[src/plel_pkg.sv]
// Shared types and constants for the positional linked list engine.
// Holds operation and status codes, field widths and the store write-enable group.
// No dependencies.
package plel_pkg;

  // Field widths of the stream payloads
  localparam int ACTION_W   = 3;
  localparam int POS_W      = 8;
  localparam int VALUE_W    = 32;
  localparam int STATUS_W   = 2;
  localparam int LEN_W      = 7;
  localparam int IN_TDATA_W  = 48;
  localparam int OUT_TDATA_W = 48;

  // Operation codes
  localparam logic [ACTION_W-1:0] ACT_INSERT   = 3'd0;
  localparam logic [ACTION_W-1:0] ACT_DELETE   = 3'd1;
  localparam logic [ACTION_W-1:0] ACT_REVERSE  = 3'd2;
  localparam logic [ACTION_W-1:0] ACT_TRAVERSE = 3'd3;
  localparam logic [ACTION_W-1:0] ACT_CLEAR    = 3'd4;

  // Result status codes
  localparam logic [STATUS_W-1:0] ST_OK      = 2'd0;
  localparam logic [STATUS_W-1:0] ST_BAD_POS = 2'd1;
  localparam logic [STATUS_W-1:0] ST_FULL    = 2'd2;

  // Write enables into the element and link memories
  typedef struct packed {
    logic elem;
    logic link;
  } store_we_t;

endpackage

[src/plel_store.sv]
// Element and link memories of the linked list engine, one shared read address.
// Both memories read synchronously into registered outputs; each has its own write port.
// Depends on plel_pkg.
module plel_store #(
  parameter int DEPTH  = 64,
  parameter int SLOT_W = 6,
  parameter int ELEM_W = 32
) (
  input  logic                  clk,
  input  logic [SLOT_W-1:0]     raddr,
  input  plel_pkg::store_we_t   we,
  input  logic [SLOT_W-1:0]     elem_waddr,
  input  logic [ELEM_W-1:0]     elem_wdata,
  input  logic [SLOT_W-1:0]     link_waddr,
  input  logic [SLOT_W-1:0]     link_wdata,
  output logic [ELEM_W-1:0]     elem_rdata,
  output logic [SLOT_W-1:0]     link_rdata
);

  logic [ELEM_W-1:0] elem_mem [DEPTH];
  logic [SLOT_W-1:0] link_mem [DEPTH];

  // Write ports
  always_ff @(posedge clk) begin
    if (we.elem) begin
      elem_mem[elem_waddr] <= elem_wdata;
    end
    if (we.link) begin
      link_mem[link_waddr] <= link_wdata;
    end
  end

  // Registered read at the shared address
  always_ff @(posedge clk) begin
    elem_rdata <= elem_mem[raddr];
    link_rdata <= link_mem[raddr];
  end

endmodule

[src/positional_linked_list_engine_core.sv]
// Positional linked list engine: an ordered list of up to CAPACITY elements kept
// in an element memory and a link memory, with a free-slot map and head pointer.
// An operation follows one link per cycle, set by the single read port of the link
// memory, between an accept step and a response step; a traversal holds its walk
// while the result side stalls, and a stalled result side stretches any operation.
// Clear, a short reverse, an empty traverse, a rejected request and an insert at
// position 1 follow no links; the worst case is a delete at position CAPACITY.
// A new transaction is taken once the previous one has placed its last result in the
// output register.
// Depends on plel_pkg and plel_store.
module positional_linked_list_engine_core #(
  parameter int CAPACITY   = 64,
  parameter int DATA_WIDTH = 32
) (
  input  logic                                clk,
  input  logic                                rst_n,
  // in_tdata: action[2:0], position[10:3], value[42:11], zero fill
  input  logic                                in_tvalid,
  output logic                                in_tready,
  input  logic [plel_pkg::IN_TDATA_W-1:0]     in_tdata,
  // out_tdata: status[1:0], has_value[2], element[34:3], list_length[41:35], zero fill
  output logic                                out_tvalid,
  input  logic                                out_tready,
  output logic [plel_pkg::OUT_TDATA_W-1:0]    out_tdata,
  output logic                                out_tlast
);

  localparam int SLOT_W = (CAPACITY > 1) ? $clog2(CAPACITY) : 1;
  localparam int ELEM_W = (DATA_WIDTH < plel_pkg::VALUE_W) ? DATA_WIDTH : plel_pkg::VALUE_W;
  localparam logic [plel_pkg::LEN_W-1:0] CAP_LEN = plel_pkg::LEN_W'(CAPACITY);

  // Sequencer states
  localparam logic [2:0] S_IDLE     = 3'd0;
  localparam logic [2:0] S_WALK     = 3'd1;
  localparam logic [2:0] S_INS_LINK = 3'd2;
  localparam logic [2:0] S_REV      = 3'd3;
  localparam logic [2:0] S_TRV      = 3'd4;
  localparam logic [2:0] S_RESP     = 3'd5;

  // Input fields
  logic [plel_pkg::ACTION_W-1:0] in_action;
  logic [plel_pkg::POS_W-1:0]    in_position;
  logic [plel_pkg::VALUE_W-1:0]  in_value;

  assign in_action   = in_tdata[2:0];
  assign in_position = in_tdata[10:3];
  assign in_value    = in_tdata[42:11];

  // Registers
  logic [2:0]                     state_r,      state_nxt;
  logic [SLOT_W-1:0]              rd_addr_r,    rd_addr_nxt;
  logic [SLOT_W-1:0]              prev_r,       prev_nxt;
  logic                           head_r,       head_nxt;
  logic                           is_del_r,     is_del_nxt;
  logic [plel_pkg::LEN_W-1:0]     rem_r,        rem_nxt;
  logic [SLOT_W-1:0]              first_r,      first_nxt;
  logic [plel_pkg::LEN_W-1:0]     count_r,      count_nxt;
  logic [CAPACITY-1:0]            free_map_r,   free_map_nxt;
  logic [SLOT_W-1:0]              free_slot_r,  free_slot_nxt;
  logic [plel_pkg::STATUS_W-1:0]  res_status_r, res_status_nxt;
  logic                           res_hv_r,     res_hv_nxt;
  logic [plel_pkg::VALUE_W-1:0]   res_elem_r,   res_elem_nxt;
  logic                           out_tvalid_r;
  logic [plel_pkg::OUT_TDATA_W-1:0] out_tdata_r;
  logic                           out_tlast_r;

  // Store interface
  logic [SLOT_W-1:0]    mem_raddr;
  plel_pkg::store_we_t  mem_we;
  logic [SLOT_W-1:0]    elem_waddr;
  logic [ELEM_W-1:0]    elem_wdata;
  logic [SLOT_W-1:0]    link_waddr;
  logic [SLOT_W-1:0]    link_wdata;
  logic [ELEM_W-1:0]    elem_rdata;
  logic [SLOT_W-1:0]    link_rdata;

  // Output load
  logic                           out_free;
  logic                           out_load;
  logic [plel_pkg::STATUS_W-1:0]  out_status;
  logic                           out_hv;
  logic [plel_pkg::VALUE_W-1:0]   out_elem;
  logic                           out_last;

  logic [plel_pkg::POS_W:0]       pos_ext;
  logic [plel_pkg::POS_W:0]       cnt_ext;

  plel_store #(
    .DEPTH  (CAPACITY),
    .SLOT_W (SLOT_W),
    .ELEM_W (ELEM_W)
  ) u_store (
    .clk        (clk),
    .raddr      (mem_raddr),
    .we         (mem_we),
    .elem_waddr (elem_waddr),
    .elem_wdata (elem_wdata),
    .link_waddr (link_waddr),
    .link_wdata (link_wdata),
    .elem_rdata (elem_rdata),
    .link_rdata (link_rdata)
  );

  // Find the lowest free slot
  always_comb begin
    free_slot_nxt = '0;
    for (int i = CAPACITY - 1; i >= 0; i--) begin
      if (free_map_r[i]) begin
        free_slot_nxt = SLOT_W'(i);
      end
    end
  end

  assign out_free = !out_tvalid_r || out_tready;
  assign pos_ext  = {1'b0, in_position};
  assign cnt_ext  = (plel_pkg::POS_W + 1)'(count_r);

  // Sequencer
  always_comb begin
    state_nxt      = state_r;
    rd_addr_nxt    = rd_addr_r;
    prev_nxt       = prev_r;
    head_nxt       = head_r;
    is_del_nxt     = is_del_r;
    rem_nxt        = rem_r;
    first_nxt      = first_r;
    count_nxt      = count_r;
    free_map_nxt   = free_map_r;
    res_status_nxt = res_status_r;
    res_hv_nxt     = res_hv_r;
    res_elem_nxt   = res_elem_r;

    mem_raddr  = rd_addr_r;
    mem_we     = '0;
    elem_waddr = free_slot_r;
    elem_wdata = in_value[ELEM_W-1:0];
    link_waddr = rd_addr_r;
    link_wdata = free_slot_r;

    out_load   = 1'b0;
    out_status = res_status_r;
    out_hv     = res_hv_r;
    out_elem   = res_elem_r;
    out_last   = 1'b1;

    unique case (state_r)
      S_IDLE: begin
        // Start the head read at once so a walk finds its data next cycle
        mem_raddr = first_r;
        if (in_tvalid) begin
          res_status_nxt = plel_pkg::ST_OK;
          res_hv_nxt     = 1'b0;
          res_elem_nxt   = '0;
          state_nxt      = S_RESP;
          unique case (in_action)
            plel_pkg::ACT_INSERT: begin
              if (in_position == '0 || pos_ext > cnt_ext + 9'd1) begin
                res_status_nxt = plel_pkg::ST_BAD_POS;
              end else if (count_r == CAP_LEN) begin
                res_status_nxt = plel_pkg::ST_FULL;
              end else begin
                mem_we.elem = 1'b1;
                if (in_position == plel_pkg::POS_W'(1)) begin
                  // Link in front of the head
                  mem_we.link  = 1'b1;
                  link_waddr   = free_slot_r;
                  link_wdata   = first_r;
                  first_nxt    = free_slot_r;
                  free_map_nxt[free_slot_r] = 1'b0;
                  count_nxt    = count_r + 1'b1;
                end else begin
                  rd_addr_nxt = first_r;
                  rem_nxt     = plel_pkg::LEN_W'(in_position - plel_pkg::POS_W'(2));
                  is_del_nxt  = 1'b0;
                  state_nxt   = S_WALK;
                end
              end
            end
            plel_pkg::ACT_DELETE: begin
              if (in_position == '0 || pos_ext > cnt_ext) begin
                res_status_nxt = plel_pkg::ST_BAD_POS;
              end else begin
                rd_addr_nxt = first_r;
                head_nxt    = 1'b1;
                rem_nxt     = plel_pkg::LEN_W'(in_position - plel_pkg::POS_W'(1));
                is_del_nxt  = 1'b1;
                state_nxt   = S_WALK;
              end
            end
            plel_pkg::ACT_REVERSE: begin
              if (count_r > plel_pkg::LEN_W'(1)) begin
                rd_addr_nxt = first_r;
                rem_nxt     = count_r - 1'b1;
                state_nxt   = S_REV;
              end
            end
            plel_pkg::ACT_TRAVERSE: begin
              if (count_r != '0) begin
                rd_addr_nxt = first_r;
                rem_nxt     = count_r - 1'b1;
                state_nxt   = S_TRV;
              end
            end
            plel_pkg::ACT_CLEAR: begin
              free_map_nxt = '1;
              count_nxt    = '0;
            end
            default: ;
          endcase
        end
      end

      S_WALK: begin
        // Follow one link per cycle
        mem_raddr = link_rdata;
        if (rem_r != '0) begin
          prev_nxt    = rd_addr_r;
          head_nxt    = 1'b0;
          rd_addr_nxt = link_rdata;
          rem_nxt     = rem_r - 1'b1;
        end else if (is_del_r) begin
          // Unlink the slot just read and return its value
          if (head_r) begin
            first_nxt = link_rdata;
          end else begin
            mem_we.link = 1'b1;
            link_waddr  = prev_r;
            link_wdata  = link_rdata;
          end
          free_map_nxt[rd_addr_r] = 1'b1;
          count_nxt    = count_r - 1'b1;
          res_hv_nxt   = 1'b1;
          res_elem_nxt = plel_pkg::VALUE_W'(elem_rdata);
          state_nxt    = S_RESP;
        end else begin
          // New slot takes over the successor of its predecessor
          mem_we.link = 1'b1;
          link_waddr  = free_slot_r;
          link_wdata  = link_rdata;
          state_nxt   = S_INS_LINK;
        end
      end

      S_INS_LINK: begin
        // Point the predecessor at the new slot
        mem_we.link = 1'b1;
        link_waddr  = rd_addr_r;
        link_wdata  = free_slot_r;
        free_map_nxt[free_slot_r] = 1'b0;
        count_nxt   = count_r + 1'b1;
        state_nxt   = S_RESP;
      end

      S_REV: begin
        // Read the successor while turning the current link backward
        mem_raddr   = link_rdata;
        mem_we.link = 1'b1;
        link_waddr  = rd_addr_r;
        link_wdata  = prev_r;
        if (rem_r != '0) begin
          prev_nxt    = rd_addr_r;
          rd_addr_nxt = link_rdata;
          rem_nxt     = rem_r - 1'b1;
        end else begin
          first_nxt = rd_addr_r;
          state_nxt = S_RESP;
        end
      end

      S_TRV: begin
        // Emit the element in hand; hold the read address while stalled
        if (out_free) begin
          mem_raddr  = link_rdata;
          out_load   = 1'b1;
          out_status = plel_pkg::ST_OK;
          out_hv     = 1'b1;
          out_elem   = plel_pkg::VALUE_W'(elem_rdata);
          out_last   = (rem_r == '0);
          if (rem_r == '0) begin
            state_nxt = S_IDLE;
          end else begin
            rd_addr_nxt = link_rdata;
            rem_nxt     = rem_r - 1'b1;
          end
        end
      end

      S_RESP: begin
        if (out_free) begin
          out_load  = 1'b1;
          state_nxt = S_IDLE;
        end
      end

      default: begin
        state_nxt = S_IDLE;
      end
    endcase
  end

  // Control state
  always_ff @(posedge clk) begin
    if (!rst_n) begin
      state_r      <= S_IDLE;
      first_r      <= '0;
      count_r      <= '0;
      free_map_r   <= '1;
      out_tvalid_r <= 1'b0;
    end else begin
      state_r    <= state_nxt;
      first_r    <= first_nxt;
      count_r    <= count_nxt;
      free_map_r <= free_map_nxt;
      if (out_load) begin
        out_tvalid_r <= 1'b1;
      end else if (out_tready) begin
        out_tvalid_r <= 1'b0;
      end
    end
  end

  // Datapath registers
  always_ff @(posedge clk) begin
    rd_addr_r    <= rd_addr_nxt;
    prev_r       <= prev_nxt;
    head_r       <= head_nxt;
    is_del_r     <= is_del_nxt;
    rem_r        <= rem_nxt;
    free_slot_r  <= free_slot_nxt;
    res_status_r <= res_status_nxt;
    res_hv_r     <= res_hv_nxt;
    res_elem_r   <= res_elem_nxt;
    if (out_load) begin
      out_tdata_r <= {6'b0, count_r, out_elem, out_hv, out_status};
      out_tlast_r <= out_last;
    end
  end

  assign in_tready  = (state_r == S_IDLE);
  assign out_tvalid = out_tvalid_r;
  assign out_tdata  = out_tdata_r;
  assign out_tlast  = out_tlast_r;

  // Every slot is either free or linked into the list between operations
  a_slot_balance: assert property (@(posedge clk) disable iff (!rst_n)
    (state_r == S_IDLE) |-> ($countones(free_map_r) + int'(count_r) == CAPACITY))
    else $error("free map and element count disagree");

  // A traversal only runs over a non-empty list
  a_trv_nonempty: assert property (@(posedge clk) disable iff (!rst_n)
    (state_r == S_TRV) |-> (count_r != '0))
    else $error("traversal running on an empty list");

  // The element count never exceeds the store
  a_count_bound: assert property (@(posedge clk) disable iff (!rst_n)
    count_r <= CAP_LEN)
    else $error("element count above capacity");

endmodule

[config.mk]
export PLATFORM = sky130hd
export DESIGN_NAME = positional_linked_list_engine_core
export DESIGN_NICKNAME = d
export VERILOG_FILES = /design/src/plel_pkg.sv /design/src/plel_store.sv /design/src/positional_linked_list_engine_core.sv
export SDC_FILE = /design/constraint.sdc
export NUM_CORES = 2
export LEC_CHECK = 0
export BUFFER_PORTS_ARGS = -buffer_cell sky130_fd_sc_hd__buf_2
export CAP_MARGIN = 20
export CORE_UTILIZATION = 55
export CTS_BUF_LIST = sky130_fd_sc_hd__clkbuf_8
export DETAILED_ROUTE_END_ITERATION = 12
export PLACE_DENSITY = 0.8
export SKIP_CTS_REPAIR_TIMING = 1
export SLEW_MARGIN = 40
export SYNTH_ARGS = -nofsm -noshare
export SYNTH_HDL_FRONTEND = slang
export SYNTH_HIERARCHICAL = 1
export SYNTH_SLANG_ARGS = --single-unit
[constraint.sdc]
create_clock -name clk -period 8.7 [get_ports clk]
set_clock_uncertainty 0.2 [all_clocks]
set_input_delay 1.74 -clock clk [delete_from_list [all_inputs] [get_ports clk]]
set_output_delay 1.74 -clock clk [all_outputs]
set_load 0.1 [all_outputs]
Yosys cells after proc, flatten, opt, wreduce, memory -nomap -nowiden
Memory sizes are Yosys's and may differ from the RTL's. A register that Yosys moved wholly into a read port is not among the register bits. Index checks and enable logic that the tools add are counted. Widths: inputs -> output; s select.

Flip-flop bits (word level): 186. Logic and storage cells: 313. Bits in writable memories: 2432. Output and inout port bits: 51. Memories kept: 2.

Equal/unequal tests: 41. $add $sub $neg: 6. Magnitude comparators: 7. Mux-type cells: 197. Bitwise operators: 3. Reductions and logical operators: 36.

Memory list: u_store.elem_mem (words 64, width 32, rd ports 1, clocked after memory_dff 1, write ports 1, RTL line plel_store.sv:20) `logic [ELEM_W-1:0] elem_mem [DEPTH];`; u_store.link_mem (words 64, width 6, rd ports 1, clocked after memory_dff 1, write ports 1, RTL line plel_store.sv:21) `logic [SLOT_W-1:0] link_mem [DEPTH];`.

Operators by type and width (count): $mux 6 (68); $mux 64 (6); $pmux 64 s3 (1); $mux 32 (5); $pmux 64 s2 (1); $mux 7 (16); $mux 5 (16); $pmux 6 s3 (4); $and 64x64->64 (1); $not 64->64 (1); $or 64x64->64 (1); $pmux 32 s2 (1); $mux 3 (16); $pmux 7 s3 (2); $ne 2x2->1 const B (17); $mux 4 (8); $reduce_or 32->1 (1); $mux 1 (30); $pmux 7 s4 (1); $pmux 6 s4 (1); $ne 3x3->1 const B (7); $sub 7x1->7 const B (3); $mux 2 (10); $pmux 3 s6 (1); other kinds (44) (72).

Depth between registers and ports, before layout
Depth after elaboration: 63. Gate-level depth with buffers: 16.

Cells and area by module
Netlist, hierarchy kept.

By module, submodules not included: plel_store (sequential area each 73790.8 sq um, cells an instance 4092, instances 1, area each 93340.8 sq um); positional_linked_list_engine_core (sequential area each 4714.5 sq um, cells an instance 1165, instances 1, area each 10928.0 sq um).

Least setup slack after synthesis
No wires, ideal clock.

Kind: in2reg. Start point: input port in_tdata[5] (netlist name). End point: memory u_store.elem_mem[29][0] (enable). Setup slack: 3.117 ns. Stages: 10. Arrival: 4.962 ns. Setup time: 0.421 ns. Cell sequence: ha_1 > nand3_1 > or2_2 > a31o_2 > nor2_1 > nand2_1 > nor2_1 > nor2b_1 > nand3_1 > nor2_1.

RTL lines: start: declaration (RTL line positional_linked_list_engine_core.sv:20) `input logic [plel_pkg::IN_TDATA_W-1:0] in_tdata,`; end: declaration (RTL line plel_store.sv:20).

==> results.py <==
metrics = {
    "run_status": {
        "status": "finished with violations",
        "failed_checks": "design-rule violations",
    },
    "drt": {
        "drtAntennaViolNets": 0,
        "first_iter_violations": 7811,
        "first_pass_iters": 12,
        "wl_per_cell_microns": 31.59,
        "wl_microns": 266100,
        "route.detailed.drc": 26,
        "viasPerCell": 6.732,
        "vias": 56698,
    },
    "yosys": {
        "synth_edf_count": 2531,
        "syn-instance-count": 5257,
        "yosys_warnings": 6,
        "synth_cell_types": 81,
        "async_flop_share_pct": 0,
        "synth_ff_type": "edfxtp_1",
        "yosysSeqAreaShare_pct": 75.29,
        "postSynthAreaPerCell_sq_um": 19.83,
        "synth_area_sq_mm": 0.1043,
        "synth_seq_cells": 2656,
    },
    "floorplanning": {
        "die_y_microns": 437.4,
        "die_area_sq_mm": 0.1913,
        "num_rows": 159,
        "initial_core_util_pct": 55.46,
        "core-area_sq_mm": 0.1880,
        "ios": 103,
        "dieWidth_microns": 437.4,
    },
    "clock_tree": {
        "cts_made_buffers": 413,
        "clkLatencyLatePin_ps": 1060,
        "clkTransAtPathRegs_ps": 60,
        "clock-sinks": 2656,
        "clk_path_buf_depth": 4,
        "htreeDepth": 5,
        "clock-root-buffer": "clkbuf_8",
        "cts_tree": "done",
    },
    "worst_setup_path": {
        "cp_max_fo": 17,
        "crit_path_start_kind": "flip-flop",
        "path_class": "reg -> reg",
        "cp.arrival_ps": 6650,
        "cp.required_ps": 9180,
        "endpoint_kind": "flip-flop",
    },
    "layout": {
        "nets": 5698,
        "drive_gt1_share_pct": 26.55,
        "syn2layout_area_growth_pct": 11.47,
        "layout.area.seq_sq_mm": 0.07851,
        "final_util_pct": 61.82,
        "fillers": 12204,
        "multiInputGateArea_sq_mm": 0.02453,
    },
    "pwr": {
        "clkPwrFrac_pct": 23.4,
        "internal_power_mw": 25.73,
        "combinationalPowerShare_pct": 39.2,
        "switching_share_pct": 35.95,
        "ir_drop_mv": 0.4158,
        "leakagePower_nw": 36.77,
        "p_per_area_mw_per_mm2": 345.7,
        "p_switching_mw": 14.45,
        "p_seq_share_pct": 37.4,
    },
    "grt": {
        "track_usage_pct": 27.61,
        "grt_max_degree": 126,
        "overflow": 0,
        "grt_first_pass_wirelength_microns": 381400,
        "antenna_found_initial": 11,
        "first_global_vias": 57021,
    },
    "timing": {
        "finalHoldViolCount": 0,
        "rsz0062_at_grt": "no",
        "fmax_mhz": 162.0,
        "finalSetupViolations": 0,
        "finalCritPeriodShare_pct": 70.93,
        "tightest_slew_ps": 1022,
        "min_period_ps": 6171,
        "relSlewSlack_pct": 31.34,
        "holdWs_ps": 309.2,
        "setup_tns_ps": 0,
        "maxSlewViolCount": 0,
    },
    "placed_design": {
        "dp_hpwl_microns": 155500,
        "gp_congestion": 0.8971,
        "io_buffers": 91,
    },
    "min_path": {
        "hp-class": "reg -> reg",
    },
    "run": {
        "cap_violations": 0,
    },
}
-- power groups by stage --
stage	Clock (mW)	Combinational [mW]	Sequential, mW
2_1_floorplan	0	10.4	15.5
3_3_place_gp	0	15.2	15.3
3_5_place_dp	0	15.4	15.3
4_1_cts	9.51	15.5	15.0
5_1_grt	10.0	16.3	15.0
6_report	9.40	15.8	15.0
-- synth_stat cells, types with 16 or more instances --
cell / number / area share [%]
a211oi_1: 21 / 0.15
o22a_1: 23 / 0.19
o22ai_1: 160 / 0.96
nor2b_1: 25 / 0.15
nor2_1: 236 / 0.85
mux4_2: 574 / 12
nor3_1: 25 / 0.12
xnor2_1: 16 / 0.13
nand3_1: 38 / 0.18
clkbuf_1: 165 / 0.59
o221ai_1: 46 / 0.39
nand2b_1: 24 / 0.14
o21ai_0: 108 / 0.52
mux2_2: 110 / 1.2
nor4_1: 48 / 0.29
nand3b_1: 16 / 0.12
mux2i_1: 93 / 0.89
buf_1: 34 / 0.12
nand4_1: 74 / 0.44
buf_2: 71 / 0.34
ha_1: 25 / 0.30
edfxtp_1: 2531 / 73
a32oi_1: 64 / 0.54
and2_1: 40 / 0.24
a21oi_1: 108 / 0.52
inv_1: 92 / 0.33
a22oi_1: 19 / 0.14
nand2_1: 77 / 0.28
dfxtp_1: 125 / 2.4
a221oi_1: 34 / 0.29
buf_4: 51 / 0.37
-- area by class of cell --
| class | instances | area share (%) |
|---|---|---|
| sequential | 2656 | 67.54 |
| multi-input combinational | 2183 | 21.10 |
| clock buffer | 436 | 5.163 |
| tap | 2495 | 2.686 |
| timing repair buffer | 273 | 2.069 |
| clock inverter | 279 | 1.097 |
| inverter | 94 | 0.3240 |
| antenna | 6 | 0.01292 |
-- layer usage --
| layer | up-vias | routed length [microns] | GRT usage [%] |
|---|---|---|---|
| li1 | 22728 | - | - |
| met2 | 4190 | 124800 | 42.86 |
| met3 | 832 | 33450 | 7.423 |
| met1 | 28940 | 93590 | 36.37 |
| met5 | - | 47 | 0 |
| met4 | 8 | 14220 | 13.60 |
-- critical path, cell delays in order (launching register included) --
cell     delay (ps)
dfxtp_1         650
inv_1           220
ha_1            450
inv_1            70
ha_1            270
nand3_1         100
nor3_1          380
o32ai_4         230
nor2_1          210
nand2_1         110
nor2_2          490
nor2b_1         400
nand2_1         630
nor2_4          900
buf_4           470
-- cell families (layout without fill, tap and decap cells) --
group	Yosys count	after routing	synth area share (%)
multiplexers	777	777	14.48
flip-flops	2656	2656	75.29
other	1	12	0.003596
adder cells (fa/ha/maj)	25	25	0.3000
XOR/XNOR	19	19	0.1596
AND/OR/NAND/NOR	669	669	3.352
buffers and inverters	423	1082	1.849
AO/OA/AOI/OAI	687	687	4.566
-- cells in the final DEF (no fill, tap or decap), types with 20 or more instances in the layout --
master    netlist  final
a221oi_1       34     34
buf_4          51    170
mux4_2        574    574
dfxtp_1       125    124
o22ai_1       160    160
nand2_1        77     75
clkbuf_8        0    436
mux2_2        110    110
nor2b_1        25     23
nand2b_1       24     23
o21ai_0       108    108
edfxtp_1     2531   2531
nor4_1         48     43
a21oi_1       108    107
nor2_4          0     66
buf_2          71     62
o22a_1         23     23
a211oi_1       21     20
nand4_1        74     74
inv_1          92    252
o221ai_1       46     46
clkinv_2        0     23
clkinv_1        0     78
nor2_1        236    170
nand3_1        38     34
and2_1         40     38
nor3_1         25     22
a32oi_1        64     64
ha_1           25     25
mux2i_1        93     93
-- final timing paths --
check / cells after the start / to / startpoint / slack (ps)
setup / recovery: 14 / u_store/elem_mem[8][31]$_DFFE_PP_ / count_r[0]$_SDFFE_PN0P_ / 2530
hold / removal: 2 / free_map_r[26]$_SDFFE_PN1P_ / free_map_r[26]$_SDFFE_PN1P_ / 310
setup reg to reg: 14 / u_store/elem_mem[8][31]$_DFFE_PP_ / count_r[0]$_SDFFE_PN0P_ / 2530
hold reg to reg: 2 / free_map_r[26]$_SDFFE_PN1P_ / free_map_r[26]$_SDFFE_PN1P_ / 310
-- flip-flops by register name (all words and copies together) (netlist names), 2 cells and up --
register / count
u_store/elem_mem: 2048
u_store/link_mem: 384
free_map_r: 64
out_tdata: 42
res_elem_r: 32
u_store/elem_rdata: 32
count_r: 7
rem_r: 7
elem_waddr: 6
first_r: 6
prev_r: 6
rd_addr_r: 6
u_store/link_rdata: 6
state_r: 3
res_status_r: 2
-- metrics by stage --
stage | power [mW] | setup slack [ps] | instances | instance area [sq um]
after floorplan | 25.86 | 3117 | 5262 | 104300
after global placement | 30.41 | 1992 | 7668 | 108100
after detailed placement | 30.69 | 1885 | 7694 | 108800
after CTS | 40.04 | 2512 | 8409 | 116000
after global routing | 41.41 | 2307 | 8421 | 116200
final | 40.18 | 2529 | 8422 | 116200
Note: power is estimated with default switching activity, not from simulation.
